$ cat config.mk
export PLATFORM = sky130hd
export DESIGN_NAME = tdh_lane
export DESIGN_NICKNAME = d
export VERILOG_FILES = /design/src/hdl/tdh_pkg.sv /design/src/hdl/tdh_lane.sv
export SDC_FILE = /design/constraint.sdc
export NUM_CORES = 2
export LEC_CHECK = 0
export ABC_CLOCK_PERIOD_IN_PS = 19480
export BUFFER_PORTS_ARGS = -buffer_cell sky130_fd_sc_hd__buf_2
export CELL_PAD_IN_SITES_DETAIL_PLACEMENT = 1
export CELL_PAD_IN_SITES_GLOBAL_PLACEMENT = 1
export CORE_MARGIN = 8
export CORE_UTILIZATION = 40
export CTS_BUF_LIST = sky130_fd_sc_hd__clkbuf_8
export DETAILED_ROUTE_END_ITERATION = 16
export GPL_TIMING_DRIVEN = 0
export PLACE_DENSITY_LB_ADDON = 0.2
export SKIP_CTS_REPAIR_TIMING = 1
export SLEW_MARGIN = 20
export SYNTH_ARGS = -nofsm -noshare
export SYNTH_HDL_FRONTEND = slang
export SYNTH_SLANG_ARGS = --single-unit
$ cat constraint.sdc
create_clock -name clk -period 19.48 [get_ports clk]
set_input_delay 3.896 -clock clk [delete_from_list [all_inputs] [get_ports clk]]
set_output_delay 3.896 -clock clk [all_outputs]
set_load 0.1 [all_outputs]
$ cat src/hdl/tdh_pkg.sv
package tdh_pkg;

  // Defaults for the top-level parameters.
  localparam int POS_WIDTH_DEF    = 32;
  localparam int INDEX_WIDTH_DEF  = 16;
  localparam int CORDIC_STEPS_DEF = 16;
  localparam int ATAN_LEN         = 24;

  // Configuration register indexes and reset values.
  localparam int CFG_IDX_W = 1;
  localparam logic [CFG_IDX_W-1:0] REG_INV_STEP_TIME = 1'd0;
  localparam logic [CFG_IDX_W-1:0] REG_MIN_SPEED_SQ  = 1'd1;
  localparam logic [31:0] INV_STEP_TIME_RESET = 32'd65536;
  localparam logic [31:0] MIN_SPEED_SQ_RESET  = 32'd0;

  // CORDIC datapath widths and constants (angles in Q30 radians).
  localparam int XY_W  = 36;
  localparam int ANG_W = 35;
  localparam logic signed [ANG_W-1:0] PI_Q30   = 35'sd3373259426;
  localparam logic signed [XY_W-1:0]  GAIN_Q30 = 36'sd652032874;
  localparam logic signed [15:0]      ONE_Q14  = 16'sd16384;

  typedef struct packed {
    logic signed [31:0] pos_x;
    logic signed [31:0] pos_y;
    logic signed [31:0] pos_z;
    logic               last_sample;
  } in_item_t;

  typedef struct packed {
    logic        [15:0] sample_index;
    logic signed [31:0] vel_x;
    logic signed [31:0] vel_y;
    logic signed [31:0] vel_z;
    logic signed [31:0] acc_x;
    logic signed [31:0] acc_y;
    logic signed [31:0] acc_z;
    logic signed [15:0] heading_w;
    logic signed [15:0] heading_z;
    logic               end_of_run;
    logic               too_short;
  } out_item_t;

  // Request from the sequencer to every lane.
  typedef struct packed {
    logic go;
    logic sq;
    logic central;
  } lane_req_t;

  // What one lane hands back.
  typedef struct packed {
    logic signed [31:0] scaled;
    logic        [63:0] prod;
  } lane_res_t;

  // Arctangent of 2^-i in Q30.
  function automatic logic signed [ANG_W-1:0] atan_q30(input logic [4:0] i);
    logic signed [ANG_W-1:0] r;
    case (i)
      5'd0:    r = 35'sd843314857;
      5'd1:    r = 35'sd497837829;
      5'd2:    r = 35'sd263043837;
      5'd3:    r = 35'sd133525159;
      5'd4:    r = 35'sd67021687;
      5'd5:    r = 35'sd33543516;
      5'd6:    r = 35'sd16775851;
      5'd7:    r = 35'sd8388437;
      5'd8:    r = 35'sd4194283;
      5'd9:    r = 35'sd2097149;
      5'd10:   r = 35'sd1048576;
      5'd11:   r = 35'sd524288;
      5'd12:   r = 35'sd262144;
      5'd13:   r = 35'sd131072;
      5'd14:   r = 35'sd65536;
      5'd15:   r = 35'sd32768;
      5'd16:   r = 35'sd16384;
      5'd17:   r = 35'sd8192;
      5'd18:   r = 35'sd4096;
      5'd19:   r = 35'sd2048;
      5'd20:   r = 35'sd1024;
      5'd21:   r = 35'sd512;
      5'd22:   r = 35'sd256;
      5'd23:   r = 35'sd128;
      default: r = '0;
    endcase
    return r;
  endfunction

  // Round a Q30 value to Q1.14 and clamp to plus or minus one.
  function automatic logic signed [15:0] to_q14(input logic signed [XY_W-1:0] v);
    logic signed [XY_W-1:0] r;
    r = (v + 36'sd32768) >>> 16;
    if (r > 36'sd16384) begin
      r = 36'sd16384;
    end else if (r < -36'sd16384) begin
      r = -36'sd16384;
    end
    return r[15:0];
  endfunction

endpackage

$ cat src/hdl/tdh_lane.sv
module tdh_lane (
  input  logic                      clk,
  input  tdh_pkg::lane_req_t        req,
  input  logic signed [31:0]        a,
  input  logic signed [31:0]        b,
  input  logic        [31:0]        inv_step_time,
  output tdh_pkg::lane_res_t        res
);
  import tdh_pkg::*;

  logic signed [32:0] d;
  logic        [32:0] mag;
  logic        [31:0] m;
  logic        [48:0] ph;
  logic        [48:0] pl;
  logic               neg;
  logic               central;
  logic        [49:0] t;

  // Difference and its magnitude; a square multiplies the magnitude by itself.
  always_comb begin
    d   = {a[31], a} - {b[31], b};
    mag = d[32] ? 33'(-d) : 33'(d);
    m   = req.sq ? mag[31:0] : inv_step_time;
  end

  // Two partial products, registered.
  always_ff @(posedge clk) begin
    if (req.go) begin
      ph      <= mag * m[31:16];
      pl      <= mag * m[15:0];
      neg     <= d[32];
      central <= req.central;
    end
  end

  // Rounding, halving for a central difference and saturation.
  always_comb begin
    t = {1'b0, ph} + ((50'(pl) + (central ? 50'h10000 : 50'h8000)) >> 16);
    if (central) begin
      t = t >> 1;
    end
    if (neg) begin
      res.scaled = (t > 50'h80000000) ? 32'sh80000000 : -$signed(t[31:0]);
    end else begin
      res.scaled = (t > 50'h7FFFFFFF) ? 32'sh7FFFFFFF : $signed(t[31:0]);
    end
    res.prod = 64'({ph, 16'h0000}) + 64'(pl);
  end

endmodule

# == Word level (Yosys, flattened, before mapping) ==
# Index checks and enable logic that the tools add are counted.
# classes
mux,7
mul,2
add_sub_neg,6
order_cmp,2
# op_table
op,n
$mux 32,4
$mul 33x16->49,2
$add 64x49->64,1
$add 49x17->50,1
$add 49x34->50,1
$gt 50x31->1 const B,1
$gt 50x32->1 const B,1
$mux 50,1
$mux 33,1
$neg 33->33,1
$sub 32x32->33,1
$neg 32->32,1
$mux 17,1
# word_totals
regBits,100
word_cells,21
out_inout_bits,96
input_bits,100

# == Depth between registers and ports, before layout ==
# depth
depth_word,7
ltp_mapped,41

# == Worst setup path before layout ==
# OpenSTA, ideal clock, no wires.
# synth_path
kind,input-to-reg
start,in a[0]
end,reg pl[46] (data pin)
setup_slack_ns,6.452
arrival_time_ns,12.770
stages,38
required_ns,19.222
path_buffers,1
cell_sequence,inv_1 -> ha_1 -> fa_1 -> nor2b_1 -> o211ai_1 -> a31oi_1 -> o21a_1 -> o21ai_0 -> nor4_1 -> nand3b_1 -> o21ai_0 -> xor2_1 -> a21o_1 -> clkbuf_1 -> nor2_1 -> fa_1 -> inv_1 -> fa_1 -> [... 2 more ...] -> inv_1 -> fa_1 -> inv_1 -> fa_1 -> inv_1 -> fa_1 -> inv_1 -> ha_1 -> and3_1 -> and4_1 -> and4_1 -> o211ai_1 -> a41oi_1 -> nand2_1 -> o21a_1 -> o311ai_0 -> a21oi_1 -> xnor2_1
# synth_between
elab_chain_len,5
# synth_lines
item,line_no,source
from (decl),tdh_lane.sv:4,"input logic signed [31:0] a,"
$sub 32x32->33 (*),tdh_lane.sv:22,"d = {a[31], a} - {b[31], b};"
$neg 33->33,tdh_lane.sv:23,mag = d[32] ? 33'(-d) : 33'(d);
$mux 33 (*),tdh_lane.sv:23,
$mux 32,tdh_lane.sv:24,m = req.sq ? mag[31:0] : inv_step_time;
$mul 33x16->49 (*),tdh_lane.sv:31,pl <= mag * m[15:0];
to (signal assigned),tdh_lane.sv:31,
to (decl),tdh_lane.sv:15,logic [48:0] pl;
# Every way passes the cells marked *; elsewhere a longest branch is shown, timed or not.
# A chain may end at the register's enable or synchronous reset.

# == Worst setup path in the final report ==
# layout_path
start,in a[15]
end,reg ph[43] (data pin)
# layout_between
elab_chain_len,5
# layout_lines
item,line_no,source
$sub 32x32->33 (*),tdh_lane.sv:22,
$neg 33->33,tdh_lane.sv:23,
$mux 33 (*),tdh_lane.sv:23,
$mux 32,tdh_lane.sv:24,
$mul 33x16->49 (*),tdh_lane.sv:30,ph <= mag * m[31:16];
to (signal assigned),tdh_lane.sv:30,
to (decl),tdh_lane.sv:14,logic [48:0] ph;
# Marks and branches as above.

==> impl_metrics.yaml <==
sta:
  finalSetupViolCount: 0
  rsz0062_at_grt: "false"
  finalCritPeriodShare: 0.853
  fin_crit_ns: 16.61
  drv_slew: 0
  tns_ns: 0
  slew_headroom: 0.170
  worst_pin_slew_ns: 1.24
  finalHoldViolations: 0
  fmax_ghz: 0.0602
yosys:
  ys_async_sr_fraction: 0
  ys_types: 118
  yosysSeqAreaShare: 0.0636
  yosys_warnings: 0
  synth_area_sq_um: 47200
  mappedNetlistNets: 6945
  ys_seq_elements: 100
  avgSynthCellArea_sq_um: 8.38
  synth_edf_count: 100
  synth_flop_cell: "edfxtp_1"
  synthCells: 5632
clock_tree:
  cts_buffers: 9
  cts_num_sinks: 100
  cts_buffer_depth: 2
  cts_tree: "done"
  h-tree-depth: 3
  cts_root_buffer: "clkbuf_8"
  clkTransAtPathRegs_ns: 0.10
drt:
  wl_per_cell_microns: 26.1
  via_per_inst: 5.73
  drtPass1Iterations: 5
  drtIter0Drc: 3017
  drcViolationCount: 0
  ant_nets: 0
  vias: 42400
  routed_wl_microns: 193000
finish:
  final_common_cell: "inv_1"
  nNetsFinal: 7161
  multi_input_area_sq_um: 39100
  ff_latch_area_sq_um: 3000
  layout_common_cells: "1016 x inv_1, 868 x fa_1, 709 x nand2_1, 518 x nor2_1, 345 x ha_1"
  fillers: 14200
  area_growth_pct: 7.34
  drive_gt1_frac: 0.0755
setup_path:
  max_stage_delay_ns: 1.01
  crit_type: "primary input to register"
  crit_slowest_cell: "o32ai_1"
  crit_path_start_kind: "primary input"
  worstPathRequired_ns: 19.59
  crit_top_cell: "fa_1"
  cp_max_fo: 10
  end_kind: "register"
  critPathArrivalTime_ns: 16.73
floorplan:
  core_area_sq_um: 118000
  io_pins: 196
  die_height_microns: 360
  rows: 126
  dieArea_sq_um: 129000
  initial_core_util: 0.401
  fp.dieW_microns: 360
outcome:
  status: "complete, no violations"
placement:
  dp_hpwl_microns: 166000
  gp_congestion: 0.992
  port_buffers: 194
worst_hold_path:
  min_path_type: "primary input to register"
global_route:
  grt_use_total: 0.294
  grt_start_max_net_pins: 83
  grt_pass1_wl_microns: 289000
  grt_pass1_vias: 45700
  antenna_found_initial: 17
  grt_remaining_overflow: 0
flow_run:
  maxCapViolations: 0
-- critical path, delay by kind of cell --
| family | cells | cell delay (ns) |
|---|---|---|
| buffers and inverters | 9 | 2.79 |
| AO/OA/AOI/OAI | 11 | 4.59 |
| adder cells (fa/ha/maj) | 8 | 3.52 |
| XOR/XNOR | 1 | 0.70 |
| AND/OR/NAND/NOR | 6 | 1.17 |
-- cell usage after synthesis, types with 9 or more instances --
library cell	count	area share
buf_4	19	0.0030
ha_1	345	0.091
nor3b_1	9	0.0014
xor2_1	86	0.016
mux2i_1	23	0.0049
a21boi_0	21	0.0033
a21oi_1	216	0.023
o21bai_1	30	0.0048
or2_2	22	0.0029
and4_1	14	0.0026
a21o_1	132	0.021
and2_1	34	0.0045
o2111ai_1	10	0.0019
nor3_1	62	0.0066
a31oi_1	26	0.0034
clkbuf_1	216	0.017
edfxtp_1	100	0.064
buf_2	32	0.0034
nand4_1	59	0.0078
o22ai_1	14	0.0019
inv_1	1016	0.081
fa_1	868	0.37
clkbuf_8	16	0.0047
o21a_1	38	0.0060
or3_1	19	0.0025
a211o_1	38	0.0071
nor2b_1	25	0.0033
nor2_1	518	0.041
a211oi_1	95	0.015
nand2_1	709	0.056
nand3b_1	14	0.0022
o21ai_0	140	0.015
o31ai_1	15	0.0024
nand2b_1	44	0.0058
nand3_1	112	0.012
buf_1	13	0.0010
xnor2_1	162	0.030
a221oi_2	20	0.0064
and3_1	33	0.0044
o211ai_1	67	0.011
-- state kept, by name (all words and copies together) (netlist names) --
name and count:
neg 1, pl 49, central 1, ph 49
-- cells by family after synthesis --
kind of cell	count (synthesis)	share of synthesized area
and+or+nand+nor	1733	0.165
buffers and inverters	1324	0.112
adders and majority gates	1213	0.460
AOI/OAI and AO/OA	980	0.146
xor gates and xnor gates	250	0.0467
DFF	100	0.0636
muxes	32	0.00703
-- worst paths after layout --
path                   start  endpoint  cells after the start
worst max-delay path   a[15]    ph[43]                     35
worst min-delay path  req[0]   central                      1
-- metrics by stage --
stage                     area [sq um]  utilization  cells  hold WS (ns)  worst slack, ns
after floorplan                  47200            -   5632          3.99             6.45
after global placement           50100        0.426   7362          4.10             1.58
after detailed placement         50400        0.429   7373          4.10             2.61
after CTS                        50600        0.430   7388          3.60             3.07
after global routing             50700        0.431   7389          3.62             2.63
final                            50700        0.431   7394          3.64             2.87
-- per-layer routing --
layer	part of all wire	GRT usage	wire, microns	vias up
li1	-	-	-	18500
met1	0.40	0.361	77100	21700
met2	0.46	0.492	89400	1634
met3	0.071	0.0498	13700	492
met4	0.067	0.161	13000	8
met5	0.00024	0	47	-
-- layout make-up --
class,count,area share
Buffer,305,0.0291
Sequential cell,100,0.0593
Clock inverter,6,0.00143
Tap cell,1536,0.0379
Clock buffer,9,0.00244
Antenna cell,6,0.000296
Inverter,1019,0.0755
Timing Repair Buffer,205,0.0221
Multi-Input combinational cell,4208,0.772
Power is not shown: default switching activity piles up to over one toggle a cycle in this logic, so the estimate is an artifact.
